**src/sv/fia_pkg.sv**
```systemverilog
// Shared constants and types for the free interval allocator.
`default_nettype none

package fia_pkg;

    localparam int TABLE_ENTRIES = 32;
    localparam int IDX_W         = $clog2(TABLE_ENTRIES);
    localparam int CNT_W         = $clog2(TABLE_ENTRIES + 1);
    localparam int ADDR_W        = 32;
    localparam int ENTRY_W       = 2 * ADDR_W;

    typedef logic [1:0] status_t;

    localparam status_t STAT_OK     = 2'd0;
    localparam status_t STAT_NO_FIT = 2'd1;
    localparam status_t STAT_FULL   = 2'd2;

    localparam logic KIND_ALLOC = 1'b0;
    localparam logic KIND_FREE  = 1'b1;

    typedef enum logic [2:0] {
        ST_IDLE,
        ST_SCAN,
        ST_DECIDE,
        ST_SHDN,
        ST_SHUP,
        ST_INSW,
        ST_DONE
    } state_t;

endpackage

`default_nettype wire

```
**src/sv/fia_ram.sv**
```systemverilog
// Generic single-write, single-read RAM with registered read data.
`default_nettype none

module fia_ram #(
    parameter int WIDTH = 64,
    parameter int DEPTH = 32
) (
    input  wire logic                     clk,
    input  wire logic                     we,
    input  wire logic [$clog2(DEPTH)-1:0] waddr,
    input  wire logic [WIDTH-1:0]         wdata,
    input  wire logic [$clog2(DEPTH)-1:0] raddr,
    output logic      [WIDTH-1:0]         rdata
);

    logic [WIDTH-1:0] mem [DEPTH];

    always_ff @(posedge clk)
    begin
        if (we)
        begin
            mem[waddr] <= wdata;
        end
        rdata <= mem[raddr];
    end

endmodule

`default_nettype wire

```
**src/sv/free_interval_allocator_core.sv**
```systemverilog
// Top level: best-fit free interval allocator with coalescing.
//
//  channel   signals                          direction  handshake
//  request   start, kind, address, size       in         taken when start & !busy
//  result    done, block_address, status      out        one-cycle strobe on done
//
// A request scans the table (one RAM read per cycle), decides, then may shift the
// tail of the table and write one entry. busy is high throughout, and the next
// word is taken whenever start is high while busy is low.
// Reset clears the entry count; table contents are never read before written.
// busy drops the cycle after done; done cannot stall.
`default_nettype none

module free_interval_allocator_core
    import fia_pkg::*;
(
    input  wire logic              clk,
    input  wire logic              rst_n,
    input  wire logic              start,
    output logic                   busy,
    input  wire logic              kind,
    input  wire logic [ADDR_W-1:0] address,
    input  wire logic [ADDR_W-1:0] size,
    output logic                   done,
    output logic      [ADDR_W-1:0] block_address,
    output logic      [1:0]        status
);

    state_t state_reg, state_next;

    logic [CNT_W-1:0]  n_reg, n_next;
    logic [CNT_W-1:0]  nn_reg, nn_next;
    logic [CNT_W-1:0]  rd_reg, rd_next;
    logic              pend_reg, pend_next;
    logic [IDX_W-1:0]  pidx_reg, pidx_next;

    logic              kind_reg, kind_next;
    logic [ADDR_W-1:0] addr_reg, addr_next;
    logic [ADDR_W-1:0] size_reg, size_next;
    logic [ADDR_W-1:0] rend_reg, rend_next;

    logic              found_reg, found_next;
    logic              lo_reg, lo_next;
    logic              hi_reg, hi_next;
    logic [IDX_W-1:0]  first_reg, first_next;
    logic [IDX_W-1:0]  last_reg, last_next;
    logic [ADDR_W-1:0] best_reg, best_next;
    logic [ADDR_W-1:0] lo_start_reg, lo_start_next;
    logic [ADDR_W-1:0] hi_end_reg, hi_end_next;
    logic [CNT_W-1:0]  p_reg, p_next;
    logic [CNT_W-1:0]  off_reg, off_next;

    logic [ADDR_W-1:0] block_reg, block_next;
    status_t           status_reg, status_next;

    // RAM
    logic               ram_we;
    logic [IDX_W-1:0]   ram_waddr;
    logic [ENTRY_W-1:0] ram_wdata;
    logic [IDX_W-1:0]   ram_raddr;
    logic [ENTRY_W-1:0] ram_rdata;

    logic [ADDR_W-1:0] ent_s, ent_e, ent_len;
    logic [ADDR_W:0]   rend_sum;
    logic [ADDR_W-1:0] new_start;
    logic              alloc_del, free_full, free_empty;
    logic [CNT_W-1:0]  merge_off, rd_m1;
    logic              accept, scan_end, shup_end;

    fia_ram #(
        .WIDTH (ENTRY_W),
        .DEPTH (TABLE_ENTRIES)
    ) u_table (
        .clk   (clk),
        .we    (ram_we),
        .waddr (ram_waddr),
        .wdata (ram_wdata),
        .raddr (ram_raddr),
        .rdata (ram_rdata)
    );

    assign accept     = start && (state_reg == ST_IDLE);
    assign ent_s      = ram_rdata[ENTRY_W-1:ADDR_W];
    assign ent_e      = ram_rdata[ADDR_W-1:0];
    assign ent_len    = ent_e - ent_s;
    assign rend_sum   = {1'b0, address} + {1'b0, size};
    assign new_start  = lo_start_reg + size_reg;
    assign alloc_del  = (new_start == hi_end_reg);
    assign free_full  = (n_reg == CNT_W'(TABLE_ENTRIES)) && !lo_reg && !hi_reg;
    assign free_empty = (rend_reg == addr_reg);
    assign merge_off  = CNT_W'(last_reg) - CNT_W'(first_reg);
    assign rd_m1      = rd_reg - CNT_W'(1);
    assign scan_end   = (rd_reg == n_reg) && !pend_reg;
    assign shup_end   = (rd_reg == p_reg) && !pend_reg;

    // next state
    always_comb
    begin
        state_next = state_reg;
        unique case (state_reg)
            ST_IDLE:
            begin
                if (accept)
                begin
                    state_next = ST_SCAN;
                end
            end
            ST_SCAN:
            begin
                if (scan_end)
                begin
                    state_next = ST_DECIDE;
                end
            end
            ST_DECIDE:
            begin
                if (kind_reg == KIND_ALLOC)
                begin
                    priority if (!found_reg) state_next = ST_DONE;
                    else if (alloc_del)      state_next = ST_SHDN;
                    else                     state_next = ST_DONE;
                end
                else
                begin
                    priority if (free_full)                 state_next = ST_DONE;
                    else if (free_empty)                    state_next = ST_DONE;
                    else if (found_reg && merge_off == '0)  state_next = ST_DONE;
                    else if (found_reg)                     state_next = ST_SHDN;
                    else                                    state_next = ST_SHUP;
                end
            end
            ST_SHDN:
            begin
                if (scan_end)
                begin
                    state_next = ST_DONE;
                end
            end
            ST_SHUP:
            begin
                if (shup_end)
                begin
                    state_next = ST_INSW;
                end
            end
            ST_INSW:
            begin
                state_next = ST_DONE;
            end
            ST_DONE:
            begin
                state_next = ST_IDLE;
            end
            default:
            begin
                state_next = ST_IDLE;
            end
        endcase
    end

    // datapath and RAM control
    always_comb
    begin
        n_next        = n_reg;
        nn_next       = nn_reg;
        rd_next       = rd_reg;
        pend_next     = 1'b0;
        pidx_next     = pidx_reg;
        kind_next     = kind_reg;
        addr_next     = addr_reg;
        size_next     = size_reg;
        rend_next     = rend_reg;
        found_next    = found_reg;
        lo_next       = lo_reg;
        hi_next       = hi_reg;
        first_next    = first_reg;
        last_next     = last_reg;
        best_next     = best_reg;
        lo_start_next = lo_start_reg;
        hi_end_next   = hi_end_reg;
        p_next        = p_reg;
        off_next      = off_reg;
        block_next    = block_reg;
        status_next   = status_reg;
        ram_we        = 1'b0;
        ram_waddr     = first_reg;
        ram_wdata     = {new_start, hi_end_reg};
        ram_raddr     = rd_reg[IDX_W-1:0];

        unique case (state_reg)
            ST_IDLE:
            begin
                if (accept)
                begin
                    kind_next  = kind;
                    addr_next  = address;
                    size_next  = size;
                    rend_next  = rend_sum[ADDR_W] ? {ADDR_W{1'b1}} : rend_sum[ADDR_W-1:0];
                    rd_next    = '0;
                    found_next = 1'b0;
                    lo_next    = 1'b0;
                    hi_next    = 1'b0;
                    p_next     = '0;
                end
            end
            ST_SCAN:
            begin
                if (rd_reg < n_reg)
                begin
                    rd_next   = rd_reg + CNT_W'(1);
                    pend_next = 1'b1;
                    pidx_next = rd_reg[IDX_W-1:0];
                end
                if (pend_reg)
                begin
                    if (kind_reg == KIND_ALLOC)
                    begin
                        // strict less-than keeps the lowest index on ties
                        if (ent_len >= size_reg && (!found_reg || ent_len < best_reg))
                        begin
                            found_next    = 1'b1;
                            first_next    = pidx_reg;
                            best_next     = ent_len;
                            lo_start_next = ent_s;
                            hi_end_next   = ent_e;
                        end
                    end
                    else
                    begin
                        if (ent_e == addr_reg)
                        begin
                            lo_next = 1'b1;
                        end
                        if (ent_s == rend_reg)
                        begin
                            hi_next = 1'b1;
                        end
                        // touching or overlapping entries form one contiguous run
                        if (ent_s <= rend_reg && addr_reg <= ent_e)
                        begin
                            if (!found_reg)
                            begin
                                first_next    = pidx_reg;
                                lo_start_next = ent_s;
                            end
                            found_next  = 1'b1;
                            last_next   = pidx_reg;
                            hi_end_next = ent_e;
                        end
                        if (ent_e < addr_reg)
                        begin
                            p_next = p_reg + CNT_W'(1);
                        end
                    end
                end
            end
            ST_DECIDE:
            begin
                block_next  = '0;
                status_next = STAT_OK;
                nn_next     = n_reg;
                if (kind_reg == KIND_ALLOC)
                begin
                    priority if (!found_reg)
                    begin
                        status_next = STAT_NO_FIT;
                    end
                    else if (alloc_del)
                    begin
                        block_next = lo_start_reg;
                        rd_next    = CNT_W'(first_reg) + CNT_W'(1);
                        off_next   = CNT_W'(1);
                        nn_next    = n_reg - CNT_W'(1);
                    end
                    else
                    begin
                        block_next = lo_start_reg;
                        ram_we     = 1'b1;
                    end
                end
                else
                begin
                    priority if (free_full)
                    begin
                        status_next = STAT_FULL;
                    end
                    else if (free_empty)
                    begin
                        status_next = STAT_OK;
                    end
                    else if (found_reg)
                    begin
                        ram_we    = 1'b1;
                        ram_wdata = {(addr_reg < lo_start_reg) ? addr_reg : lo_start_reg,
                                     (rend_reg > hi_end_reg) ? rend_reg : hi_end_reg};
                        rd_next   = CNT_W'(last_reg) + CNT_W'(1);
                        off_next  = merge_off;
                        nn_next   = n_reg - merge_off;
                    end
                    else
                    begin
                        rd_next = n_reg;
                        nn_next = n_reg + CNT_W'(1);
                    end
                end
            end
            ST_SHDN:
            begin
                if (rd_reg < n_reg)
                begin
                    rd_next   = rd_reg + CNT_W'(1);
                    pend_next = 1'b1;
                    pidx_next = rd_reg[IDX_W-1:0];
                end
                if (pend_reg)
                begin
                    ram_we    = 1'b1;
                    ram_waddr = IDX_W'(CNT_W'(pidx_reg) - off_reg);
                    ram_wdata = ram_rdata;
                end
            end
            ST_SHUP:
            begin
                ram_raddr = rd_m1[IDX_W-1:0];
                if (rd_reg > p_reg)
                begin
                    rd_next   = rd_m1;
                    pend_next = 1'b1;
                    pidx_next = rd_m1[IDX_W-1:0];
                end
                if (pend_reg)
                begin
                    ram_we    = 1'b1;
                    ram_waddr = pidx_reg + IDX_W'(1);
                    ram_wdata = ram_rdata;
                end
            end
            ST_INSW:
            begin
                ram_we    = 1'b1;
                ram_waddr = p_reg[IDX_W-1:0];
                ram_wdata = {addr_reg, rend_reg};
            end
            ST_DONE:
            begin
                n_next = nn_reg;
            end
            default:
            begin
                n_next = n_reg;
            end
        endcase
    end

    always_ff @(posedge clk or negedge rst_n)
    begin
        if (!rst_n)
        begin
            state_reg <= ST_IDLE;
            n_reg     <= '0;
            pend_reg  <= 1'b0;
            rd_reg    <= '0;
        end
        else
        begin
            state_reg <= state_next;
            n_reg     <= n_next;
            pend_reg  <= pend_next;
            rd_reg    <= rd_next;
        end
    end

    always_ff @(posedge clk)
    begin
        nn_reg       <= nn_next;
        pidx_reg     <= pidx_next;
        kind_reg     <= kind_next;
        addr_reg     <= addr_next;
        size_reg     <= size_next;
        rend_reg     <= rend_next;
        found_reg    <= found_next;
        lo_reg       <= lo_next;
        hi_reg       <= hi_next;
        first_reg    <= first_next;
        last_reg     <= last_next;
        best_reg     <= best_next;
        lo_start_reg <= lo_start_next;
        hi_end_reg   <= hi_end_next;
        p_reg        <= p_next;
        off_reg      <= off_next;
        block_reg    <= block_next;
        status_reg   <= status_next;
    end

    assign busy          = (state_reg != ST_IDLE);
    assign done          = (state_reg == ST_DONE);
    assign block_address = block_reg;
    assign status        = status_reg;

`ifndef ASSERT_OFF
    a_count_range: assert property (@(posedge clk) disable iff (!rst_n)
        n_reg <= CNT_W'(TABLE_ENTRIES))
        else $error("entry count beyond table size");

    a_accept_busy: assert property (@(posedge clk) disable iff (!rst_n)
        start && !busy |=> busy)
        else $error("accepted word did not raise busy");

    a_done_release: assert property (@(posedge clk) disable iff (!rst_n)
        done |=> !busy)
        else $error("busy held after result");

    a_status_code: assert property (@(posedge clk) disable iff (!rst_n)
        done |-> (status == STAT_OK || status == STAT_NO_FIT || status == STAT_FULL))
        else $error("bad status code");

    a_full_only_when_full: assert property (@(posedge clk) disable iff (!rst_n)
        done && status == STAT_FULL |-> n_reg == CNT_W'(TABLE_ENTRIES))
        else $error("table-full status with free entries");
`endif

endmodule

`default_nettype wire

```
**config.mk**
```make
export PLATFORM = sky130hd
export DESIGN_NAME = free_interval_allocator_core
export DESIGN_NICKNAME = d
export VERILOG_FILES = /design/src/sv/fia_pkg.sv /design/src/sv/fia_ram.sv /design/src/sv/free_interval_allocator_core.sv
export SDC_FILE = /design/constraint.sdc
export NUM_CORES = 2
export LEC_CHECK = 0
export BUFFER_PORTS_ARGS = -buffer_cell sky130_fd_sc_hd__buf_2
export CORE_ASPECT_RATIO = 0.9
export CORE_UTILIZATION = 42
export DETAILED_ROUTE_END_ITERATION = 8
export GPL_TIMING_DRIVEN = 0
export HOLD_SLACK_MARGIN = 0.02
export SYNTH_ARGS = -nofsm -noshare
export SYNTH_HDL_FRONTEND = slang
export SYNTH_SLANG_ARGS = --single-unit
```
**constraint.sdc**
```tcl
create_clock -name clk -period 6.23 [get_ports clk]
set_input_delay 0.623 -clock clk [delete_from_list [all_inputs] [get_ports clk]]
set_output_delay 0.623 -clock clk [all_outputs]
set_load 0.1 [all_outputs]
```
==> results.py <==
metrics = {
    "status": {
        "status": "complete, but fails checks",
        "violations": "capacitance limit, slew limit",
    },
    "clocking": {
        "root_buffer": "clkbuf_16",
        "cts_buffers": 244,
        "clkLatencyLatePin_ns": 0.95,
        "cts_buffer_depth": 4,
        "cts_tree": "yes",
        "cts_sinks": 2390,
        "clk_pin_slew_worst_paths_ns": 0.06,
        "h-tree-depth": 4,
    },
    "timing": {
        "finalHoldViolations": 0,
        "finalCriticalPeriod_ns": 6.19,
        "worstMarginPinSlew_ns": 1.56,
        "relSlewSlack_pct": -4.30,
        "setup_tns_ns": 0,
        "finalSetupViolations": 0,
        "hold_ws_ns": 0.197,
        "skew_ns": 0.117,
        "fmax_mhz": 162,
        "post-route-period-util_pct": 99.3,
        "slew_violations": 11,
    },
    "global_route": {
        "grt_pass1_vias": 63953,
        "track_usage_pct": 28.2,
        "gr-total-overflow": 0,
        "grt_pass1_wl_um": 493000,
        "antenna_found_initial": 17,
        "grt_start_max_net_pins": 63,
    },
    "routing": {
        "drt-met1-wl_um": 148000,
        "antenna_left": 0,
        "drtPass1Iterations": 6,
        "via_per_inst": 6.11,
        "wl_per_cell_um": 33.2,
        "drc": 0,
        "met3_length_um": 35300,
        "met2_length_um": 155000,
        "top_layer": "met5",
        "drt_iter0_markers": 9540,
        "drt_wl_total_um": 358000,
        "vias": 65855,
    },
    "critical_path": {
        "cp.required_ns": 6.81,
        "worstSetupStartpointType": "flop",
        "r2r-start": "u_table.rdata[9]",
        "crit_arrival_ns": 6.76,
        "path_max_fanout": 14,
        "crit_path_end_kind": "flop",
        "crit_start": "u_table.rdata[9]",
        "r2r_cells": 20,
        "r2r_slack_ns": 0.04,
        "critical_path_class": "reg2reg",
    },
    "final_layout": {
        "final_nets": 7629,
        "final_cells": 10774,
        "multi_input_area_sq_um": 32400,
        "area_delta_synth_final_pct": 17.4,
        "regMostFlops": "u_table.mem",
        "regArea_sq_um": 71100,
        "fill_cells": 20603,
        "final_core_util_pct": 49.7,
        "drive_gt1_share_pct": 19.0,
        "reg_top3": "u_table.mem x2048, u_table.rdata x64",
        "largest_reg_flops": 2048,
    },
    "floorplanning": {
        "fp-row-count": 173,
        "die_width_um": 529,
        "ioPinCount": 104,
        "die_area_sq_um": 252000,
        "dieHeight_um": 476,
        "core-area_sq_um": 248000,
        "start_util_pct": 42.4,
    },
    "synth": {
        "synth_simple_gate_area_share_pct": 7.32,
        "yosysSeqAreaShare_pct": 67.7,
        "muxShareOfSynthArea_pct": 11.4,
        "synth_xor_area_share_pct": 1.58,
        "synth-compound-area-share_pct": 5.76,
        "syn_inst": 6615,
        "synth_edf_count": 2310,
        "ys_seq_elements": 2390,
        "synth_area_per_cell_sq_um": 15.9,
        "synth_nets": 7007,
        "synth_top_family_by_area": "multiplexers",
        "ys_warn_count": 0,
        "synth_fa_ha_area_share_pct": 3.91,
        "netlist_area_sq_um": 105000,
        "ys_types": 103,
        "async_flop_share_pct": 0.669,
        "synth_ff_type": "edfxtp_1",
    },
    "pwr": {
        "p_per_area_nw_per_um2": 263,
        "power_mw": 32.4,
        "leakagePower_nw": 42.1,
        "ir_drop_uv": 256,
    },
    "place": {
        "dp_hpwl_um": 258000,
        "dp.cells": 10232,
        "port_buffers": 103,
        "gp_congestion": 0.985,
    },
    "flow_run": {
        "maxCapViolCount": 1,
    },
    "min_path": {
        "worstHoldPathType": "in2reg",
        "min_from": "start",
        "worstHoldPathCells": 4,
    },
}
report_power, final:
group / switching [mW] / internal, mW / total, mW
logic: 0.168 / 0.119 / 0.287
clock network: 6.33 / 8.41 / 14.7
registers: 0 / 17.4 / 17.4
placed cells by master, fill, tap and decap left out, drive strengths merged, types with 16 or more instances in the layout:
cell         count
a211oi          20
a21o           132
a21oi          236
a221o           27
a221oi          28
a222oi          21
a22oi           40
and2            52
buf            377
bufinv          26
clkbuf         552
clkinv          96
dfrtp           16
dfxtp           64
dlygate4sd3     66
edfxtp        2310
ha             318
inv            311
mux2i           36
mux4           512
nand2          774
nand2b          31
nand3          446
nand4           64
nor2           162
nor2b           34
nor3            38
nor4            16
o2111ai         16
o211ai          22
o21a            57
o21ai          134
o31ai           39
xnor2          109
xor2            52
kinds of logic after synthesis:
group,count (synthesis)
flops,2390
simple gates,1675
compound gates,882
buf+inv,619
mux,553
fa+ha+maj,324
xor+xnor,172
final cells by class:
class	count	share of cell area (%)
buffer	322	1.08
clock inverter	147	1.19
tap	3325	3.38
timing repair buffer	376	4.15
multi-input combinational	3606	26.3
sequential	2390	57.7
timing repair inverter	1	0.00610
clock buffer	301	5.24
antenna	10	0.0203
inverter	296	0.907
per-layer routing:
layer,vias to the layer above,track usage [%]
met5,-,0
met1,34228,40.0
met3,678,5.21
met2,3754,42.1
li1,27189,-
met4,6,13.2
worst max-delay path, cell delays in order (launching register included):
cell       delay, ns
dfxtp_1         0.66
ha_1            0.39
and3_1          0.21
a311oi_1        0.27
nand2_1         0.22
a31oi_4         0.33
o221ai_1        0.28
o21ai_2         0.26
o211ai_1        0.15
a21oi_1         0.20
xnor2_1         0.21
ha_2            0.32
nor2_1          0.11
nand3_1         0.32
a221oi_1        0.35
o221ai_1        0.23
a31oi_4         0.30
a31oi_1         0.10
a211o_4         0.40
nand2_4         0.16
bufbuf_16       0.33
Yosys cell counts, drive strengths merged (21+ instances only):
master,n,area [sq um]
nor3,38,218
o31ai,39,293
a22oi,40,300
nand3,446,2230
edfxtp,2310,69400
inv,296,1110
clkbuf,253,971
o21a,57,435
a21o,132,995
nand4,64,413
xor2,52,455
nor2b,34,213
ha,318,3980
buf,70,313
xnor2,109,955
mux2i,36,360
nand2b,31,194
a221o,27,270
dfxtp,64,1280
mux4,512,11500
o211ai,22,170
and2,52,328
a21oi,236,1220
a222oi,21,210
o21ai,134,701
nor2,162,616
nand2,774,2910
a221oi,28,245
what timing repair did:
action,CTS,global route
setup endpoints to repair,2081,177
resized for setup,39,21
cloned,2,0
hold buffers,66,0
setup buffers,14,3
pin swaps,8,9
hold endpoints to repair,81,0
through the flow:
stage | setup WS (ns) | cell area (sq um)
floorplan | -0.414 | 105000
global placement | -7.06 | 110000
detailed placement | -1.80 | 114000
CTS | 0.000570 | 123000
global route | -0.00789 | 123000
finish | 0.0433 | 123000
path summary, 6_finish.rpt:
kind	end
max	hi_end_reg[20]
min	state_reg[0]
max reg2reg	hi_end_reg[20]
min reg2reg	n_reg[3]
max in group asynchronous	state_reg[1]
min in group asynchronous	n_reg[0]
(Power assumes the default switching activity.)
